### src/sv/sorted_max_score_table_defines.svh
// Assertion macros of the sorted max-score table RTL.
`ifndef SORTED_MAX_SCORE_TABLE_DEFINES_SVH
`define SORTED_MAX_SCORE_TABLE_DEFINES_SVH

// Checks a property on every clock edge outside reset.
`define SMST_ASSERT(label, prop, msg) \
  label: assert property (@(posedge clk_i) disable iff (!rst_ni) (prop)) else $error(msg);

// Checks that a condition implies another in the same cycle.
`define SMST_ASSERT_IMP(label, ante, cons, msg) \
  label: assert property (@(posedge clk_i) disable iff (!rst_ni) (ante) |-> (cons)) \
    else $error(msg);

`endif

### src/sv/smst_pkg.sv
// Types and constants of the sorted max-score table.
`timescale 1ns / 1ps
`default_nettype none

package smst_pkg;

  localparam int unsigned PLAYER_KEY_W  = 16;
  localparam int unsigned SCORE_W       = 32;
  localparam int unsigned RANK_W        = 4;
  localparam int unsigned ENTRY_COUNT_W = 5;

  typedef enum logic [1:0] {
    CELL_HOLD,
    CELL_REMOVE,
    CELL_INSERT
  } cell_op_e;

  typedef enum logic [2:0] {
    ST_IDLE,
    ST_LOOKUP,
    ST_REMOVE,
    ST_INSERT,
    ST_DONE
  } smst_state_e;

  typedef struct packed {
    logic match;
    logic ge;
    logic take_new;
  } cell_stat_t;

endpackage

`default_nettype wire

### src/sv/smst_in_if.sv
// Input channel of the sorted max-score table: key and submitted score.
`timescale 1ns / 1ps
`default_nettype none

interface smst_in_if import smst_pkg::*; ();
  logic                      valid;
  logic                      ready;
  logic [PLAYER_KEY_W-1:0]   player_key;
  logic signed [SCORE_W-1:0] new_score;

  modport source (output valid, output player_key, output new_score, input ready);
  modport sink (input valid, input player_key, input new_score, output ready);
endinterface

`default_nettype wire

### src/sv/smst_out_if.sv
// Result channel of the sorted max-score table.
`timescale 1ns / 1ps
`default_nettype none

interface smst_out_if import smst_pkg::*; ();
  logic                       valid;
  logic                       ready;
  logic [RANK_W-1:0]          rank;
  logic signed [SCORE_W-1:0]  stored_score;
  logic                       was_new;
  logic                       dropped;
  logic [ENTRY_COUNT_W-1:0]   entry_count;

  modport source (output valid, output rank, output stored_score, output was_new,
                  output dropped, output entry_count, input ready);
  modport sink (input valid, input rank, input stored_score, input was_new,
                input dropped, input entry_count, output ready);
endinterface

`default_nettype wire

### src/sv/smst_cell.sv
// One table cell: holds a key and score, compares them and shifts with its neighbors.
`timescale 1ns / 1ps
`default_nettype none

module smst_cell import smst_pkg::*; #(
  parameter int unsigned TABLE_DEPTH = 16,
  parameter int unsigned KEY_WIDTH   = 16,
  parameter int unsigned CELL_INDEX  = 0,
  localparam int unsigned IDX_W      = $clog2(TABLE_DEPTH),
  localparam int unsigned CNT_W      = $clog2(TABLE_DEPTH + 1)
) (
  input  wire logic                      clk_i,
  input  wire cell_op_e                  op_i,
  input  wire logic [CNT_W-1:0]          count_i,
  input  wire logic [IDX_W-1:0]          idx_i,
  input  wire logic [KEY_WIDTH-1:0]      look_key_i,
  input  wire logic signed [SCORE_W-1:0] ins_score_i,
  input  wire logic [KEY_WIDTH-1:0]      left_key_i,
  input  wire logic signed [SCORE_W-1:0] left_score_i,
  input  wire logic                      left_ge_i,
  input  wire logic [KEY_WIDTH-1:0]      right_key_i,
  input  wire logic signed [SCORE_W-1:0] right_score_i,
  output logic [KEY_WIDTH-1:0]           key_o,
  output logic signed [SCORE_W-1:0]      score_o,
  output cell_stat_t                     stat_o
);

  logic [KEY_WIDTH-1:0]      key_q, key_d;
  logic signed [SCORE_W-1:0] score_q, score_d;
  logic                      valid;
  logic                      ge;
  logic                      take_new;
  logic                      at_or_after;

  assign valid       = CNT_W'(CELL_INDEX) < count_i;
  assign ge          = valid && (score_q >= ins_score_i);
  assign take_new    = !ge && left_ge_i;
  assign at_or_after = IDX_W'(CELL_INDEX) >= idx_i;

  always_comb begin
    key_d   = key_q;
    score_d = score_q;
    unique case (op_i)
      CELL_REMOVE: begin
        if (at_or_after) begin
          key_d   = right_key_i;
          score_d = right_score_i;
        end
      end
      CELL_INSERT: begin
        if (take_new) begin
          key_d   = look_key_i;
          score_d = ins_score_i;
        end else if (!ge) begin
          key_d   = left_key_i;
          score_d = left_score_i;
        end
      end
      default: begin
      end
    endcase
  end

  always_ff @(posedge clk_i) begin
    key_q   <= key_d;
    score_q <= score_d;
  end

  assign key_o           = key_q;
  assign score_o         = score_q;
  assign stat_o.match    = valid && (key_q == look_key_i);
  assign stat_o.ge       = ge;
  assign stat_o.take_new = take_new;

endmodule

`default_nettype wire

### src/sv/sorted_max_score_table.sv
// Sorted max-score table top level: control sequencer, cell row and result register.
//
// The table holds up to TABLE_DEPTH key/score entries in a row of cells, sorted by
// descending score, with an updated or inserted entry placed after entries of equal
// score. One transaction is worked at a time by a sequencer that steps the whole row
// in parallel: a lookup step in which every cell compares its key, a remove step in
// which the cells after a matching entry shift one place toward the head, and an
// insert step in which every cell compares its score and the row opens a gap at the
// sorted position. A present key passes lookup, remove, insert and done, a new key
// skips remove, and a key dropped on a full table goes from lookup straight to done.
// Results wait in an output register, so the next transaction is taken while a result
// is still pending; a new result waits only while the previous one is not taken.
`timescale 1ns / 1ps
`default_nettype none
`include "sorted_max_score_table_defines.svh"

module sorted_max_score_table import smst_pkg::*; #(
  parameter int unsigned TABLE_DEPTH = 16,
  parameter int unsigned KEY_WIDTH   = 16
) (
  input  wire logic   clk_i,
  input  wire logic   rst_ni,
  smst_in_if.sink     in_i,
  smst_out_if.source  out_o
);

  localparam int unsigned IDX_W = $clog2(TABLE_DEPTH);
  localparam int unsigned CNT_W = $clog2(TABLE_DEPTH + 1);

  smst_state_e state_q, state_d;
  cell_op_e    cell_op;

  logic [KEY_WIDTH-1:0]      key_q;
  logic signed [SCORE_W-1:0] score_q;
  logic signed [SCORE_W-1:0] stored_q;
  logic [IDX_W-1:0]          idx_q;
  logic [CNT_W-1:0]          count_q;
  logic [RANK_W-1:0]         rank_q;
  logic                      was_new_q;
  logic                      dropped_q;

  logic                      out_valid_q;
  logic [RANK_W-1:0]         out_rank_q;
  logic signed [SCORE_W-1:0] out_score_q;
  logic                      out_was_new_q;
  logic                      out_dropped_q;
  logic [ENTRY_COUNT_W-1:0]  out_count_q;

  logic [63:0]               in_key_ext;
  logic [KEY_WIDTH-1:0]      in_key;
  logic                      in_accept;
  logic                      out_load;

  logic [KEY_WIDTH-1:0]      cell_key   [TABLE_DEPTH];
  logic signed [SCORE_W-1:0] cell_score [TABLE_DEPTH];
  cell_stat_t                cell_stat  [TABLE_DEPTH];
  logic [TABLE_DEPTH-1:0]    match_vec;
  logic [TABLE_DEPTH-1:0]    take_vec;

  logic                      found;
  logic                      full;
  logic [IDX_W-1:0]          match_idx;
  logic [IDX_W-1:0]          ins_pos;
  logic signed [SCORE_W-1:0] old_score;
  logic signed [SCORE_W-1:0] upd_score;
  logic [31:0]               pos_ext;
  logic [31:0]               count_ext;

  assign in_key_ext = 64'(in_i.player_key);
  assign in_key     = in_key_ext[KEY_WIDTH-1:0];
  assign in_accept  = in_i.valid && in_i.ready;

  // The cell row.
  for (genvar g = 0; g < TABLE_DEPTH; g++) begin : g_cell
    logic [KEY_WIDTH-1:0]      left_key, right_key;
    logic signed [SCORE_W-1:0] left_score, right_score;
    logic                      left_ge;

    if (g == 0) begin : g_head
      assign left_key   = '0;
      assign left_score = '0;
      assign left_ge    = 1'b1;
    end else begin : g_body
      assign left_key   = cell_key[g-1];
      assign left_score = cell_score[g-1];
      assign left_ge    = cell_stat[g-1].ge;
    end

    if (g == TABLE_DEPTH - 1) begin : g_tail
      assign right_key   = '0;
      assign right_score = '0;
    end else begin : g_inner
      assign right_key   = cell_key[g+1];
      assign right_score = cell_score[g+1];
    end

    smst_cell #(
      .TABLE_DEPTH (TABLE_DEPTH),
      .KEY_WIDTH   (KEY_WIDTH),
      .CELL_INDEX  (g)
    ) u_cell (
      .clk_i         (clk_i),
      .op_i          (cell_op),
      .count_i       (count_q),
      .idx_i         (idx_q),
      .look_key_i    (key_q),
      .ins_score_i   (stored_q),
      .left_key_i    (left_key),
      .left_score_i  (left_score),
      .left_ge_i     (left_ge),
      .right_key_i   (right_key),
      .right_score_i (right_score),
      .key_o         (cell_key[g]),
      .score_o       (cell_score[g]),
      .stat_o        (cell_stat[g])
    );

    assign match_vec[g] = cell_stat[g].match;
    assign take_vec[g]  = cell_stat[g].take_new;
  end

  always_comb begin
    match_idx = '0;
    ins_pos   = '0;
    old_score = '0;
    for (int i = 0; i < TABLE_DEPTH; i++) begin
      if (cell_stat[i].match) begin
        match_idx = match_idx | IDX_W'(i);
        old_score = old_score | cell_score[i];
      end
      if (cell_stat[i].take_new) begin
        ins_pos = ins_pos | IDX_W'(i);
      end
    end
  end

  assign found     = |match_vec;
  assign full      = count_q == CNT_W'(TABLE_DEPTH);
  assign upd_score = (old_score > score_q) ? old_score : score_q;
  assign pos_ext   = 32'(ins_pos);
  assign count_ext = 32'(count_q);

  // Sequencer.
  always_ff @(posedge clk_i or negedge rst_ni) begin
    if (!rst_ni) begin
      state_q <= ST_IDLE;
    end else begin
      state_q <= state_d;
    end
  end

  always_comb begin
    state_d  = state_q;
    cell_op  = CELL_HOLD;
    out_load = 1'b0;
    unique case (state_q)
      ST_IDLE: begin
        if (in_i.valid) begin
          state_d = ST_LOOKUP;
        end
      end
      ST_LOOKUP: begin
        priority if (found) begin
          state_d = ST_REMOVE;
        end else if (full) begin
          state_d = ST_DONE;
        end else begin
          state_d = ST_INSERT;
        end
      end
      ST_REMOVE: begin
        cell_op = CELL_REMOVE;
        state_d = ST_INSERT;
      end
      ST_INSERT: begin
        cell_op = CELL_INSERT;
        state_d = ST_DONE;
      end
      ST_DONE: begin
        if (!out_valid_q || out_o.ready) begin
          out_load = 1'b1;
          state_d  = ST_IDLE;
        end
      end
      default: begin
        state_d = ST_IDLE;
      end
    endcase
  end

  assign in_i.ready = state_q == ST_IDLE;

  // Transaction registers.
  always_ff @(posedge clk_i) begin
    if (in_accept) begin
      key_q   <= in_key;
      score_q <= in_i.new_score;
    end
    if (state_q == ST_LOOKUP) begin
      idx_q     <= match_idx;
      rank_q    <= '0;
      was_new_q <= !found && !full;
      dropped_q <= !found && full;
      if (found) begin
        stored_q <= upd_score;
      end else if (full) begin
        stored_q <= '0;
      end else begin
        stored_q <= score_q;
      end
    end
    if (state_q == ST_INSERT) begin
      rank_q <= pos_ext[RANK_W-1:0];
    end
  end

  always_ff @(posedge clk_i or negedge rst_ni) begin
    if (!rst_ni) begin
      count_q <= '0;
    end else if (state_q == ST_REMOVE) begin
      count_q <= count_q - CNT_W'(1);
    end else if (state_q == ST_INSERT) begin
      count_q <= count_q + CNT_W'(1);
    end
  end

  // Result register.
  always_ff @(posedge clk_i or negedge rst_ni) begin
    if (!rst_ni) begin
      out_valid_q <= 1'b0;
    end else if (out_load) begin
      out_valid_q <= 1'b1;
    end else if (out_o.ready) begin
      out_valid_q <= 1'b0;
    end
  end

  always_ff @(posedge clk_i) begin
    if (out_load) begin
      out_rank_q    <= rank_q;
      out_score_q   <= stored_q;
      out_was_new_q <= was_new_q;
      out_dropped_q <= dropped_q;
      out_count_q   <= count_ext[ENTRY_COUNT_W-1:0];
    end
  end

  assign out_o.valid        = out_valid_q;
  assign out_o.rank         = out_rank_q;
  assign out_o.stored_score = out_score_q;
  assign out_o.was_new      = out_was_new_q;
  assign out_o.dropped      = out_dropped_q;
  assign out_o.entry_count  = out_count_q;

  // A key is held by at most one cell.
  `SMST_ASSERT(a_single_match, $onehot0(match_vec), "key held by more than one cell")
  // A sorted row opens exactly one gap on insertion.
  `SMST_ASSERT_IMP(a_one_gap, state_q == ST_INSERT, $onehot(take_vec), "insert gap not unique")
  // The entry count never passes the table depth.
  `SMST_ASSERT(a_count_range, count_q <= CNT_W'(TABLE_DEPTH), "entry count above depth")
  // A dropped transaction is reported only on a full table.
  `SMST_ASSERT_IMP(a_drop_full, state_q == ST_DONE && dropped_q, full, "drop without full table")

endmodule

`default_nettype wire

### src/flat_wrapper.sv
// flat-port wrapper written by rule: the top's interface ports become plain ports
module sorted_max_score_table_flat import smst_pkg::*;
#(
  parameter int unsigned TABLE_DEPTH = 16,
  parameter int unsigned KEY_WIDTH   = 16
)
  (clk_i, rst_ni, in_i_valid, in_i_player_key, in_i_new_score, in_i_ready, out_o_valid, out_o_rank, out_o_stored_score, out_o_was_new, out_o_dropped, out_o_entry_count, out_o_ready);
  smst_in_if in_i_i ();
  smst_out_if out_o_i ();
  input  wire logic clk_i;
  input  wire logic rst_ni;
  input wire logic [$bits(in_i_i.valid)-1:0] in_i_valid;
  input wire logic [$bits(in_i_i.player_key)-1:0] in_i_player_key;
  input wire logic [$bits(in_i_i.new_score)-1:0] in_i_new_score;
  output wire logic [$bits(in_i_i.ready)-1:0] in_i_ready;
  output wire logic [$bits(out_o_i.valid)-1:0] out_o_valid;
  output wire logic [$bits(out_o_i.rank)-1:0] out_o_rank;
  output wire logic [$bits(out_o_i.stored_score)-1:0] out_o_stored_score;
  output wire logic [$bits(out_o_i.was_new)-1:0] out_o_was_new;
  output wire logic [$bits(out_o_i.dropped)-1:0] out_o_dropped;
  output wire logic [$bits(out_o_i.entry_count)-1:0] out_o_entry_count;
  input wire logic [$bits(out_o_i.ready)-1:0] out_o_ready;
  assign in_i_i.valid = in_i_valid;
  assign in_i_i.player_key = in_i_player_key;
  assign in_i_i.new_score = in_i_new_score;
  assign in_i_ready = in_i_i.ready;
  assign out_o_valid = out_o_i.valid;
  assign out_o_rank = out_o_i.rank;
  assign out_o_stored_score = out_o_i.stored_score;
  assign out_o_was_new = out_o_i.was_new;
  assign out_o_dropped = out_o_i.dropped;
  assign out_o_entry_count = out_o_i.entry_count;
  assign out_o_i.ready = out_o_ready;
  sorted_max_score_table #(.TABLE_DEPTH(TABLE_DEPTH), .KEY_WIDTH(KEY_WIDTH)) u_core (.clk_i(clk_i), .rst_ni(rst_ni), .in_i(in_i_i), .out_o(out_o_i));
endmodule
### config.mk
export PLATFORM = sky130hd
export DESIGN_NAME = sorted_max_score_table_flat
export DESIGN_NICKNAME = d
export VERILOG_FILES = /design/src/sv/smst_pkg.sv /design/src/sv/smst_in_if.sv /design/src/sv/smst_out_if.sv /design/src/sv/smst_cell.sv /design/src/sv/sorted_max_score_table.sv /design/src/flat_wrapper.sv
export VERILOG_INCLUDE_DIRS = /design/src /design/src/sv
export SDC_FILE = /design/constraint.sdc
export NUM_CORES = 2
export LEC_CHECK = 0
export ABC_AREA = 1
export BUFFER_PORTS_ARGS = -buffer_cell sky130_fd_sc_hd__buf_4
export CORE_ASPECT_RATIO = 2
export CORE_MARGIN = 2
export CORE_UTILIZATION = 55
export DETAILED_ROUTE_END_ITERATION = 6
export GPL_ROUTABILITY_DRIVEN = 1
export HOLD_SLACK_MARGIN = 0.15
export PLACE_DENSITY = 0.77
export REMOVE_ABC_BUFFERS = 1
export SLEW_MARGIN = 5
export SYNTH_ARGS = -nofsm -noshare
export SYNTH_HDL_FRONTEND = slang
export SYNTH_HIERARCHICAL = 1
export SYNTH_SLANG_ARGS = --single-unit
### constraint.sdc
create_clock -name clk_i -period 8.2 [get_ports clk_i]
set_input_delay 1.23 -clock clk_i [delete_from_list [all_inputs] [get_ports clk_i]]
set_output_delay 1.23 -clock clk_i [all_outputs]
set_load 0.05 [all_outputs]
==> impl_metrics.ini <==
[critical_path]
crit_fanout = 21
path_common_cell = nand2_1
path_buf_inv = 3
crit_slowest_cell = edfxtp_1
end_kind = register
r2r_cells = 20
crit_type = register to register
slowest_delay_ns = 1.08
crit_required_ns = 8.80
cp.depth = 20
crit_path_cell_trace = inv_1 -> o21ai_0 -> nor4_1 -> nand3_1 -> nor2_4 -> buf_4 -> a22o_1 -> a2111oi_0 -> nand3_1 -> ha_1 -> nand2_1 -> nor2_1 -> nand2_2 -> nor4_4 -> nand2_2 -> nand3_2 -> nand4_2 -> inv_2 -> nand2_1 -> nand2_1
crit_arrival_ns = 7.47
start_kind = register
crit_family = simple AND/OR/NAND/NOR gates

[place]
place_ws_ns = 1.71
numPortBuffers = 96
dpl-instance-area_sq_mm = 0.0755
globalplace.congestion = 1.01
dp_hpwl_um = 211000

[layout]
drive_gt1_share_pct = 5.72
final_util_pct = 59.5
fin_area_sq_mm = 0.0787
num-nets-final = 10800
area_growth_pct = 7.58
nFillCells = 12300

[sta]
fin_skew_ns = 0.0335
period_needed_ns = 6.87
fmax_mhz = 146
maxSlewHeadroom_pct = 16.8
maxSlewViolCount = 0
finalCritPeriodShare_pct = 83.8
setup_viol = 0
hold_slack_ns = 0.347
setup_ws_ns = 1.33
hold_violations = 0
rsz0062_at_grt = false
tightest_slew_ns = 1.22

[floorplan]
die_area_sq_mm = 0.136
core-area_sq_mm = 0.132
fp-row-count = 189
io_pins = 97
initial_core_util_pct = 55.3
die_y_um = 520
chipWidth_um = 262

[clocking]
clk_latency_ns = 0.75
ctsResizeCount = 0
clk_pin_slew_ns = 0.07
ctsRootBufferMaster = clkbuf_16
cts.path.max_buffers = 3
cts.sinks = 910
cts_setup_buffers = 0
cts_hold_buf = 0
cts_buffers = 94
cts_tree = done
htree_levels = 3

[grt]
grt_pass1_wl_um = 401000
antenna_found_initial = 6
grt_usage_pct = 38.9
overflow = 0
grt_start_max_net_pins = 51
grt_pass1_vias = 68400

[route]
first_iter_violations = 7523
num_vias = 69900
drtAntennaViolNets = 0
drt_wl_total_um = 270000
via_per_inst = 5.83
drt_pre_antenna_iters = 7
avgRoutedWirePerCell_um = 22.6
route.detailed.drc = 2

[yosys]
syn_area_per_cell_sq_um = 7.15
yosysWarnings = 6
mappedNetlistArea_sq_mm = 0.0731
synthCells = 10200

[run_status]
outcome = finished with violations
violations = design-rule violations

[run]
cap_violations = 0

[min_path]
hold_class = input port to asynchronous set/reset pin
## final timing paths
kind                                           startpoint  slack, ns                        endpoint
max in group asynchronous                          rst_ni       7.67   u_core/count_q[4]$_DFFE_PN0N_
min in group clk_i         u_core/rank_q[0]$_SDFFCE_PN0P_       0.43  u_core/out_o.rank[0]$_DFFE_PP_
setup reg to reg                u_core/key_q[3]$_DFFE_PP_       1.33   u_core/stored_q[22]$_DFFE_PN_
setup / recovery                u_core/key_q[3]$_DFFE_PP_       1.33   u_core/stored_q[22]$_DFFE_PN_
hold reg to reg            u_core/rank_q[0]$_SDFFCE_PN0P_       0.43  u_core/out_o.rank[0]$_DFFE_PP_
hold / removal                                     rst_ni       0.35   u_core/count_q[1]$_DFFE_PN0N_
## flip-flops by register name (all words and copies together) (netlist names)
name and cells:
u_core/dropped_q 1, u_core/idx_q 4, u_core/out_o.entry_count 5, u_core/out_o.stored_score 32
u_core/g_cell.u_cell/score_o 512, u_core/out_o.was_new 1, u_core/count_q 5, u_core/was_new_q 1
u_core/out_o.dropped 1, u_core/stored_q 32, u_core/key_q 16, u_core/score_q 32
u_core/rank_q 4, u_core/out_o.rank 4, u_core/state_q 3, u_core/g_cell.u_cell/key_o 256
u_core/out_o.valid 1
## metal layers
metal	GRT usage (%)	routed length [um]	vias to the layer above
met3	5.39	21700	995
met5	0	50	-
met4	28.3	21900	8
met1	43.7	95400	32400
met2	66.8	131000	3618
li1	-	-	32800
## placed cells by master, fill, tap and decap left out, drive strengths merged, types with 2 or more instances in the layout
cell      count
a22o        105
a211oi        6
o22ai        33
o31ai         2
nand2      3458
xor2         51
nand3      1677
buf         269
bufinv       13
a31oi         5
o21bai        2
edfxtp      901
or3           3
xnor2        53
a2111oi       3
nor4         45
ha          547
inv        1855
dfrtp         9
o21a         34
clkinv       44
nor3          9
conb        100
o21ai       110
clkinvlp      5
nand4        99
nor2        284
a221oi       87
nor4b         2
a21o         31
clkbuf      115
a21oi       247
a221o         2
or2          45
## through the flow
step / TNS (ns) / cells
global route: 0 / 12000
CTS: 0 / 12000
floorplan: -105.34 / 9823
finish: 0 / 12000
detailed placement: 0 / 11800
global placement: 0 / 11800
## layout make-up
class | count | area (sq um) | share of cell area, %
Multi-Input combinational cell | 7052 | 37000 | 47.1
Inverter | 1861 | 6990 | 8.88
Clock buffer | 115 | 2440 | 3.10
Tap cell | 1719 | 2150 | 2.73
Clock inverter | 56 | 733 | 0.932
Antenna cell | 1 | 2.50 | 0.00318
Sequential cell | 910 | 27300 | 34.7
Timing Repair Buffer | 269 | 2040 | 2.60
Power is left out: the tool's default activity adds up to more than one toggle a clock period on the data nets, which glitch-free logic cannot reach.
